$ cat config.mk
export PLATFORM = sky130hd
export DESIGN_NAME = utf8_codepoint_decoder_flat
export DESIGN_NICKNAME = d
export VERILOG_FILES = /design/src/design/ucd_pkg.sv /design/src/design/ucd_if.sv /design/src/design/ucd_front.sv /design/src/design/ucd_queue.sv /design/src/design/ucd_back.sv /design/src/design/utf8_codepoint_decoder.sv /design/src/flat_wrapper.sv
export SDC_FILE = /design/constraint.sdc
export NUM_CORES = 1
export LEC_CHECK = 0
export BUFFER_PORTS_ARGS = -buffer_cell sky130_fd_sc_hd__buf_4
export CAP_MARGIN = 10
export CORE_MARGIN = 3
export CORE_UTILIZATION = 65
export CTS_CLUSTER_DIAMETER = 80
export DETAILED_ROUTE_END_ITERATION = 8
export GPL_TIMING_DRIVEN = 0
export HOLD_SLACK_MARGIN = 0.12
export MAX_ROUTING_LAYER = met4
export PLACE_DENSITY = 0.84
export SYNTH_ARGS = -nofsm -noshare
export SYNTH_HDL_FRONTEND = slang
export SYNTH_SLANG_ARGS = --single-unit
$ cat constraint.sdc
create_clock -name clk_i -period 10.3 [get_ports clk_i]
set_input_delay 2.06 -clock clk_i [delete_from_list [all_inputs] [get_ports clk_i]]
set_output_delay 2.06 -clock clk_i [all_outputs]
set_load 0.05 [all_outputs]
$ cat src/design/ucd_pkg.sv
// Shared types and constants for the UTF-8 code point decoder.
package ucd_pkg;

  localparam int unsigned CpWidth = 21;

  localparam logic [CpWidth-1:0] Replacement = 21'h00FFFD;
  localparam logic [CpWidth-1:0] MaxScalar   = 21'h10FFFF;
  localparam logic [CpWidth-1:0] SurrogateLo = 21'h00D800;
  localparam logic [CpWidth-1:0] SurrogateHi = 21'h00DFFF;
  localparam logic [CpWidth-1:0] Min2Byte    = 21'h000080;
  localparam logic [CpWidth-1:0] Min3Byte    = 21'h000800;
  localparam logic [CpWidth-1:0] Min4Byte    = 21'h010000;

  localparam logic [7:0] ContMask  = 8'hC0;
  localparam logic [7:0] ContTag   = 8'h80;
  localparam logic [7:0] Lead2Mask = 8'hE0;
  localparam logic [7:0] Lead2Tag  = 8'hC0;
  localparam logic [7:0] Lead3Mask = 8'hF0;
  localparam logic [7:0] Lead3Tag  = 8'hE0;
  localparam logic [7:0] Lead4Mask = 8'hF8;
  localparam logic [7:0] Lead4Tag  = 8'hF0;

  // Number of results one byte causes: 0..4; a queued burst holds 1..4.
  typedef logic [2:0] burst_cnt_t;

  // One queued burst: count-1 replacement words followed by one final word.
  typedef struct packed {
    burst_cnt_t         count;
    logic [CpWidth-1:0] last_cp;
    logic               last_rep;
    logic               eot;
  } burst_t;

endpackage

$ cat src/design/ucd_if.sv
// Stream interfaces for the decoder's byte input and code point output.
interface ucd_in_if;
  logic       valid;
  logic       ready;
  logic [7:0] in_byte;
  logic       end_of_text;

  modport source (output valid, output in_byte, output end_of_text, input ready);
  modport sink   (input valid, input in_byte, input end_of_text, output ready);
endinterface

interface ucd_out_if;
  logic        valid;
  logic        ready;
  logic [20:0] code_point;
  logic        replaced;
  logic        last_of_run;
  logic        text_done;

  modport source (output valid, output code_point, output replaced,
                  output last_of_run, output text_done, input ready);
  modport sink   (input valid, input code_point, input replaced,
                  input last_of_run, input text_done, output ready);
endinterface

$ cat src/design/ucd_front.sv
// Front end: classifies each byte, tracks the open sequence, emits burst descriptors.
module ucd_front (
  input  logic            clk_i,
  input  logic            rst_ni,
  input  logic            valid_i,
  output logic            ready_o,
  input  logic [7:0]      in_byte_i,
  input  logic            end_of_text_i,
  input  logic            full_i,
  output logic            push_o,
  output ucd_pkg::burst_t burst_o
);

  logic [1:0]  exp_q, exp_d;
  logic [1:0]  held_q, held_d;
  logic [20:0] part_q, part_d;

  logic        accept;
  logic        is_cont;
  logic [20:0] v;
  logic        v_bad;
  logic [20:0] minimum;

  logic        f_out;
  logic [20:0] f_cp;
  logic        f_rep;
  logic [1:0]  f_exp;
  logic [20:0] f_part;

  ucd_pkg::burst_cnt_t cnt;
  logic [20:0]         cp;
  logic                rep;

  assign ready_o = !full_i;
  assign accept  = valid_i && ready_o;

  assign is_cont = (in_byte_i & ucd_pkg::ContMask) == ucd_pkg::ContTag;
  assign v       = {part_q[14:0], in_byte_i[5:0]};

  always_comb begin
    case (exp_q)
      2'd1:    minimum = ucd_pkg::Min2Byte;
      2'd2:    minimum = ucd_pkg::Min3Byte;
      default: minimum = ucd_pkg::Min4Byte;
    endcase
  end

  assign v_bad = (v < minimum) || (v > ucd_pkg::MaxScalar) ||
                 ((v >= ucd_pkg::SurrogateLo) && (v <= ucd_pkg::SurrogateHi));

  // Decode the byte as a fresh lead.
  always_comb begin
    f_out  = 1'b0;
    f_cp   = ucd_pkg::Replacement;
    f_rep  = 1'b1;
    f_exp  = 2'd0;
    f_part = '0;
    if (!in_byte_i[7]) begin
      f_out = 1'b1;
      f_cp  = {13'd0, in_byte_i};
      f_rep = 1'b0;
    end else if ((in_byte_i & ucd_pkg::Lead2Mask) == ucd_pkg::Lead2Tag) begin
      f_exp  = 2'd1;
      f_part = {16'd0, in_byte_i[4:0]};
    end else if ((in_byte_i & ucd_pkg::Lead3Mask) == ucd_pkg::Lead3Tag) begin
      f_exp  = 2'd2;
      f_part = {17'd0, in_byte_i[3:0]};
    end else if ((in_byte_i & ucd_pkg::Lead4Mask) == ucd_pkg::Lead4Tag) begin
      f_exp  = 2'd3;
      f_part = {18'd0, in_byte_i[2:0]};
    end else begin
      f_out = 1'b1;
    end
    // A lead that is the last byte of the text fails at once.
    if ((f_exp != 2'd0) && end_of_text_i) begin
      f_out = 1'b1;
    end
  end

  always_comb begin
    exp_d  = exp_q;
    held_d = held_q;
    part_d = part_q;
    cnt    = '0;
    cp     = ucd_pkg::Replacement;
    rep    = 1'b1;
    if (exp_q == 2'd0) begin
      cnt    = {2'd0, f_out};
      cp     = f_cp;
      rep    = f_rep;
      exp_d  = f_exp;
      part_d = f_part;
      held_d = 2'd0;
    end else if (is_cont) begin
      if (({1'b0, held_q} + 3'd1) >= {1'b0, exp_q}) begin
        if (v_bad) begin
          cnt = {1'b0, held_q} + 3'd2;
        end else begin
          cnt = 3'd1;
          cp  = v;
          rep = 1'b0;
        end
        exp_d  = 2'd0;
        held_d = 2'd0;
        part_d = '0;
      end else begin
        held_d = held_q + 2'd1;
        part_d = v;
        if (end_of_text_i) begin
          cnt = {1'b0, held_q} + 3'd2;
        end
      end
    end else begin
      // Flush lead and held continuations, then handle the byte anew.
      cnt    = {1'b0, held_q} + 3'd1 + {2'd0, f_out};
      exp_d  = f_exp;
      part_d = f_part;
      held_d = 2'd0;
      if (f_out) begin
        cp  = f_cp;
        rep = f_rep;
      end
    end
    if (end_of_text_i) begin
      exp_d  = 2'd0;
      held_d = 2'd0;
      part_d = '0;
    end
  end

  always_ff @(posedge clk_i or negedge rst_ni) begin
    if (!rst_ni) begin
      exp_q  <= 2'd0;
      held_q <= 2'd0;
      part_q <= '0;
    end else if (accept) begin
      exp_q  <= exp_d;
      held_q <= held_d;
      part_q <= part_d;
    end
  end

  assign push_o           = accept && (cnt != 3'd0);
  assign burst_o.count    = cnt;
  assign burst_o.last_cp  = cp;
  assign burst_o.last_rep = rep;
  assign burst_o.eot      = end_of_text_i;

endmodule

$ cat src/design/ucd_queue.sv
// Burst queue between the front end and the result sequencer.
module ucd_queue #(
  parameter int unsigned Depth = 4
) (
  input  logic            clk_i,
  input  logic            rst_ni,
  input  logic            push_i,
  input  ucd_pkg::burst_t data_i,
  input  logic            pop_i,
  output ucd_pkg::burst_t head_o,
  output logic            empty_o,
  output logic            full_o
);

  localparam int unsigned PtrW = (Depth > 1) ? $clog2(Depth) : 1;
  localparam int unsigned CntW = $clog2(Depth + 1);

  ucd_pkg::burst_t mem_q [Depth];
  logic [PtrW-1:0] wr_q, rd_q;
  logic [CntW-1:0] fill_q;
  logic            do_push, do_pop;

  assign empty_o = (fill_q == '0);
  assign full_o  = (fill_q == CntW'(Depth));
  assign do_push = push_i && !full_o;
  assign do_pop  = pop_i && !empty_o;
  assign head_o  = mem_q[rd_q];

  always_ff @(posedge clk_i) begin
    if (do_push) begin
      mem_q[wr_q] <= data_i;
    end
  end

  always_ff @(posedge clk_i or negedge rst_ni) begin
    if (!rst_ni) begin
      wr_q   <= '0;
      rd_q   <= '0;
      fill_q <= '0;
    end else begin
      if (do_push) begin
        wr_q <= (wr_q == PtrW'(Depth - 1)) ? '0 : wr_q + 1'b1;
      end
      if (do_pop) begin
        rd_q <= (rd_q == PtrW'(Depth - 1)) ? '0 : rd_q + 1'b1;
      end
      if (do_push && !do_pop) begin
        fill_q <= fill_q + 1'b1;
      end else if (do_pop && !do_push) begin
        fill_q <= fill_q - 1'b1;
      end
    end
  end

endmodule

$ cat src/design/ucd_back.sv
// Back end: expands each burst into result words and holds them in an output register.
module ucd_back (
  input  logic            clk_i,
  input  logic            rst_ni,
  input  ucd_pkg::burst_t head_i,
  input  logic            empty_i,
  output logic            pop_o,
  output logic            valid_o,
  input  logic            ready_i,
  output logic [20:0]     code_point_o,
  output logic            replaced_o,
  output logic            last_of_run_o,
  output logic            text_done_o
);

  logic [1:0]  idx_q, idx_d;
  logic        vld_q, vld_d;
  logic [20:0] cp_q;
  logic        rep_q, last_q, done_q;
  logic        load, emit, is_last;

  assign load    = !vld_q || ready_i;
  assign emit    = load && !empty_i;
  assign is_last = ({1'b0, idx_q} + 3'd1) == head_i.count;
  assign pop_o   = emit && is_last;

  always_comb begin
    idx_d = idx_q;
    vld_d = vld_q;
    if (load) begin
      vld_d = !empty_i;
    end
    if (emit) begin
      idx_d = is_last ? 2'd0 : idx_q + 2'd1;
    end
  end

  always_ff @(posedge clk_i or negedge rst_ni) begin
    if (!rst_ni) begin
      idx_q <= 2'd0;
      vld_q <= 1'b0;
    end else begin
      idx_q <= idx_d;
      vld_q <= vld_d;
    end
  end

  // Leading words of a burst are replacements; the last carries the stored value.
  always_ff @(posedge clk_i) begin
    if (emit) begin
      cp_q   <= is_last ? head_i.last_cp : ucd_pkg::Replacement;
      rep_q  <= is_last ? head_i.last_rep : 1'b1;
      last_q <= is_last;
      done_q <= is_last && head_i.eot;
    end
  end

  assign valid_o       = vld_q;
  assign code_point_o  = cp_q;
  assign replaced_o    = rep_q;
  assign last_of_run_o = last_q;
  assign text_done_o   = done_q;

endmodule

$ cat src/design/utf8_codepoint_decoder.sv
// Top level of the streaming UTF-8 to code point decoder.
// One byte is taken per cycle whenever the burst queue has room; a byte never
// waits on the result side directly. Each byte yields zero to four result words,
// and the back end sends one word per cycle while the sink is ready. The queue of
// QueueDepth bursts absorbs replay bursts; sustained input rate is one byte per
// cycle while words per byte averages one and the sink stays ready. Malformed
// input yields U+FFFD words with replaced set; each burst passes through the queue
// memory and then the back end's output register before it is seen.
module utf8_codepoint_decoder #(
  parameter int unsigned QueueDepth = 4
) (
  input  logic      clk_i,
  input  logic      rst_ni,
  ucd_in_if.sink    in_i,
  ucd_out_if.source out_o
);

  logic            push, pop, empty, full;
  ucd_pkg::burst_t burst, head;

  ucd_front u_front (
    .clk_i         (clk_i),
    .rst_ni        (rst_ni),
    .valid_i       (in_i.valid),
    .ready_o       (in_i.ready),
    .in_byte_i     (in_i.in_byte),
    .end_of_text_i (in_i.end_of_text),
    .full_i        (full),
    .push_o        (push),
    .burst_o       (burst)
  );

  ucd_queue #(
    .Depth (QueueDepth)
  ) u_queue (
    .clk_i   (clk_i),
    .rst_ni  (rst_ni),
    .push_i  (push),
    .data_i  (burst),
    .pop_i   (pop),
    .head_o  (head),
    .empty_o (empty),
    .full_o  (full)
  );

  ucd_back u_back (
    .clk_i         (clk_i),
    .rst_ni        (rst_ni),
    .head_i        (head),
    .empty_i       (empty),
    .pop_o         (pop),
    .valid_o       (out_o.valid),
    .ready_i       (out_o.ready),
    .code_point_o  (out_o.code_point),
    .replaced_o    (out_o.replaced),
    .last_of_run_o (out_o.last_of_run),
    .text_done_o   (out_o.text_done)
  );

endmodule

$ cat src/flat_wrapper.sv
// flat-port wrapper written by rule: the top's interface ports become plain ports
module utf8_codepoint_decoder_flat 
#(
  parameter int unsigned QueueDepth = 4
)
  (clk_i, rst_ni, in_i_valid, in_i_in_byte, in_i_end_of_text, in_i_ready, out_o_valid, out_o_code_point, out_o_replaced, out_o_last_of_run, out_o_text_done, out_o_ready);
  ucd_in_if in_i_i ();
  ucd_out_if out_o_i ();
  input  logic clk_i;
  input  logic rst_ni;
  input wire logic [$bits(in_i_i.valid)-1:0] in_i_valid;
  input wire logic [$bits(in_i_i.in_byte)-1:0] in_i_in_byte;
  input wire logic [$bits(in_i_i.end_of_text)-1:0] in_i_end_of_text;
  output wire logic [$bits(in_i_i.ready)-1:0] in_i_ready;
  output wire logic [$bits(out_o_i.valid)-1:0] out_o_valid;
  output wire logic [$bits(out_o_i.code_point)-1:0] out_o_code_point;
  output wire logic [$bits(out_o_i.replaced)-1:0] out_o_replaced;
  output wire logic [$bits(out_o_i.last_of_run)-1:0] out_o_last_of_run;
  output wire logic [$bits(out_o_i.text_done)-1:0] out_o_text_done;
  input wire logic [$bits(out_o_i.ready)-1:0] out_o_ready;
  assign in_i_i.valid = in_i_valid;
  assign in_i_i.in_byte = in_i_in_byte;
  assign in_i_i.end_of_text = in_i_end_of_text;
  assign in_i_ready = in_i_i.ready;
  assign out_o_valid = out_o_i.valid;
  assign out_o_code_point = out_o_i.code_point;
  assign out_o_replaced = out_o_i.replaced;
  assign out_o_last_of_run = out_o_i.last_of_run;
  assign out_o_text_done = out_o_i.text_done;
  assign out_o_i.ready = out_o_ready;
  utf8_codepoint_decoder #(.QueueDepth(QueueDepth)) u_core (.clk_i(clk_i), .rst_ni(rst_ni), .in_i(in_i_i), .out_o(out_o_i));
endmodule
==> run metrics <==
most common cell after layout, fill and taps aside=edfxtp_1; CP arrival=4.98 ns; Crit Path Class=input port to flip-flop; DRT Pass-1 Iters=4; post-synthesis async set-or-reset flop share=18.5%; initial antenna violation count=0; multi-input combinational cell area=1890 um^2; Die X=107 um; DR vias=3660; first-pass GRT wire length=between 20000 and 25000 um; Slowest-stage cell, CP=and2_1; total wire length=~13000 um; Core ar.=9820 um^2; layout cell share with drive strength beyond 1=24.6%; crit path max fanout=15; DRC errors left=0; fillers=547; Worst Reg-to-Reg Cells=7; Syn. warnings=0; reg2reg start=u_core.u_front.held_q[0]; Mapped Area=6600 um^2; DRT antenna net count=0; worst-margin pin slew=slightly above 0.9 ns; Reg-to-Reg End=u_core.u_queue.mem_q[1][2]; Hold Path Class=flip-flop to flip-flop; Layout Area Growth over Synthesis=17.2%; DPL Wire Length=8050 um; #FFs+latches synth=roughly 160; Critical path destination=u_core.u_queue.mem_q[1][2]; final number of setup-violating endpoints=0; I/O Pins=39; maximum clock path buffer count=2; Routed WL per cell=21.6 um; Total GRT Usage=25.5%; outcome=complete, no violations; commonest non-fill, non-tap cells in the layout=edfxtp_1 (128), buf_4 (39), dfrtp_1 (29); Resize count post-CTS=0; setup tns final=0 ns; CTS tree=yes; DR iter-0 viols=about 330; n_diodes=0; RSZ-0062 raised after global routing=false; # port buffers=37; reg2reg setup slack=6.90 ns; CTS root buf=clkbuf_8; crit-path max cell delay=0.72 ns; Reg clk slew, reported paths=0.06 ns; Buf/Inv on CP=4; Syn Area/Cell=17.0 um^2; Mapped Cells=about 390; Max Clock Skew=roughly 0.0045 ns; Row Count=36; final hold vios=0; Final period util=46.0%; largest net degree at the start of global routing=30; critical path, cell by cell=buf_4, buf_2, nor2b_1, nand3_1, ha_1, inv_1, fa_1, a311oi_4, and2_1, buf_16; worst skew pair latency=0.53 ns; Leakage=roughly 2.8 nW; critical path endpoint category=flip-flop; CP Depth=10; clk sinks=157; Post-synth EDFFs=128; Setup Fix Bufs, Post-CTS=0; total CTS buffers=17; FMAX=between 0.2 and 0.25 GHz; overall power=0.00220 W; Pwr per Cell Area=between 200 and 300 nW/um^2; H-tree levels=4; Seq/Total Area, Yosys=69.2%; Nets=around 480; CP startpoint=in_i_in_byte[7]; Initial Util=67.2%; fin crit period=about 4.7 ns; worst vdd ir=between 150 and 200 uV; Synth cell types=48; CTS Hold Bufs=0; sequential cell area=4570 um^2; syn_nets=419; Die Ht=107 um; total die area=11400 um^2; max_cap viols=0; top_reg_cell synth=edfxtp_1; slew margin rel.=37.5%; drt via density=6.18; vias in the first global route=around 3600; WP data required=roughly 11 ns; total gr overflow=0; Max Slew Vio Count=0; crit path launch type=input port; crit-path leading delay family=simple AND/OR/NAND/NOR gates; GP Congestion=0.845
[logic make-up (layout without fill, tap and decap cells)]
group           Yosys count  after routing  synth area share [%]
compound gates           57             57                  6.92
flops                   157            157                  69.2
fa+ha+maj                18             18                  3.75
mux                      34             34                  9.82
xor+xnor                  8              8                  1.06
simple gates             81             81                  6.90
buf+inv                  33            104                  2.33
[synth_stat cells, drive strengths merged, types with 3 or more instances]
cell type / n / area, um^2
xnor2: 5 / 43.8
nand2b: 19 / 119
nand2: 12 / 45.0
clkbuf: 6 / 22.5
o21a: 10 / 75.1
inv: 17 / 63.8
xor2: 3 / 26.3
nor3: 3 / 15.0
mux2i: 4 / 40.0
nand3: 6 / 30.0
a21oi: 3 / 18.8
mux2: 6 / 67.6
nor2: 10 / 37.5
and3: 5 / 31.3
and2: 14 / 87.6
ha: 15 / 188
mux4: 24 / 541
o21ai: 9 / 45.0
or3: 3 / 23.8
a21o: 6 / 45.0
dfrtp: 29 / 726
edfxtp: 128 / 3840
nor2b: 3 / 18.8
a22o: 14 / 123
fa: 3 / 60.1
buf: 10 / 67.6
[registers in the layout, indices dropped and copies added (netlist names), 3 cells and up]
name                        count
u_core.u_back.code_point_o     21
u_core.u_queue.fill_q           3
u_core.u_front.part_q          15
u_core.u_queue.mem_q          104
[final cells by class]
cell class                      count  area share (%)
Sequential cell                   157            59.1
Multi-Input combinational cell    198            24.4
Clock buffer                       19            5.45
Timing Repair Buffer               41            5.02
Tap cell                          133            2.15
Clock inverter                     11            1.88
Buffer                             16            1.16
Inverter                           17           0.825
[routing by layer]
metal	track usage (%)	vias to the layer above	wire length (um)
li1	-	1619	-
met1	33.7	1832	5240
met2	38.3	182	6350
met3	6.86	27	914
met4	10.7	0	309
met5	-	-	0
[worst min-delay path by stage]
stage | from | to | slack [ns] | cells after the start
5_1_grt | u_core.u_queue.fill_q[2] | u_core.u_back.valid_o | 0.55 | 2
3_5_place_dp | u_core.u_queue.fill_q[2] | u_core.u_back.valid_o | 0.53 | 2
3_3_place_gp | u_core.u_queue.fill_q[2] | u_core.u_back.valid_o | 0.47 | 2
6_report | u_core.u_queue.fill_q[2] | u_core.u_back.valid_o | 0.54 | 2
2_1_floorplan | u_core.u_queue.fill_q[2] | u_core.u_back.valid_o | 0.46 | 2
4_1_cts | u_core.u_queue.fill_q[2] | u_core.u_back.valid_o | 0.53 | 2
[per-stage QoR]
stage | cell area (um^2) | hold slack [ns] | util (%) | setup WS [ns] | std cells
finish | 7730 | 0.540 | 78.8 | 5.56 | 592
global route | 7730 | 0.554 | 78.8 | 5.40 | 592
detailed placement | 7170 | 0.527 | 73.0 | 5.07 | 562
global placement | 7050 | 0.473 | 71.8 | 4.58 | 558
floorplan | 6600 | 0.459 | - | 5.37 | 388
CTS | 7730 | 0.534 | 78.8 | 5.60 | 592
[tightest hold or removal path, stage by stage, from the launching register on]
cell and delay [ns]:
dfrtp_1 0.35, nor3_1 0.08, o21ai_0 0.07
[where the power goes]
group	leakage, nW	total [W]	switching (W)	internal (W)
combinational	1.02	0.000705	0.000416	0.000290
clock	0.272	0.000599	0.000233	0.000366
sequential	1.53	0.000899	0.0000502	0.000848
total	2.81	0.00220	0.000699	0.00150
No activity file was read; power rests on OpenSTA's default activity.
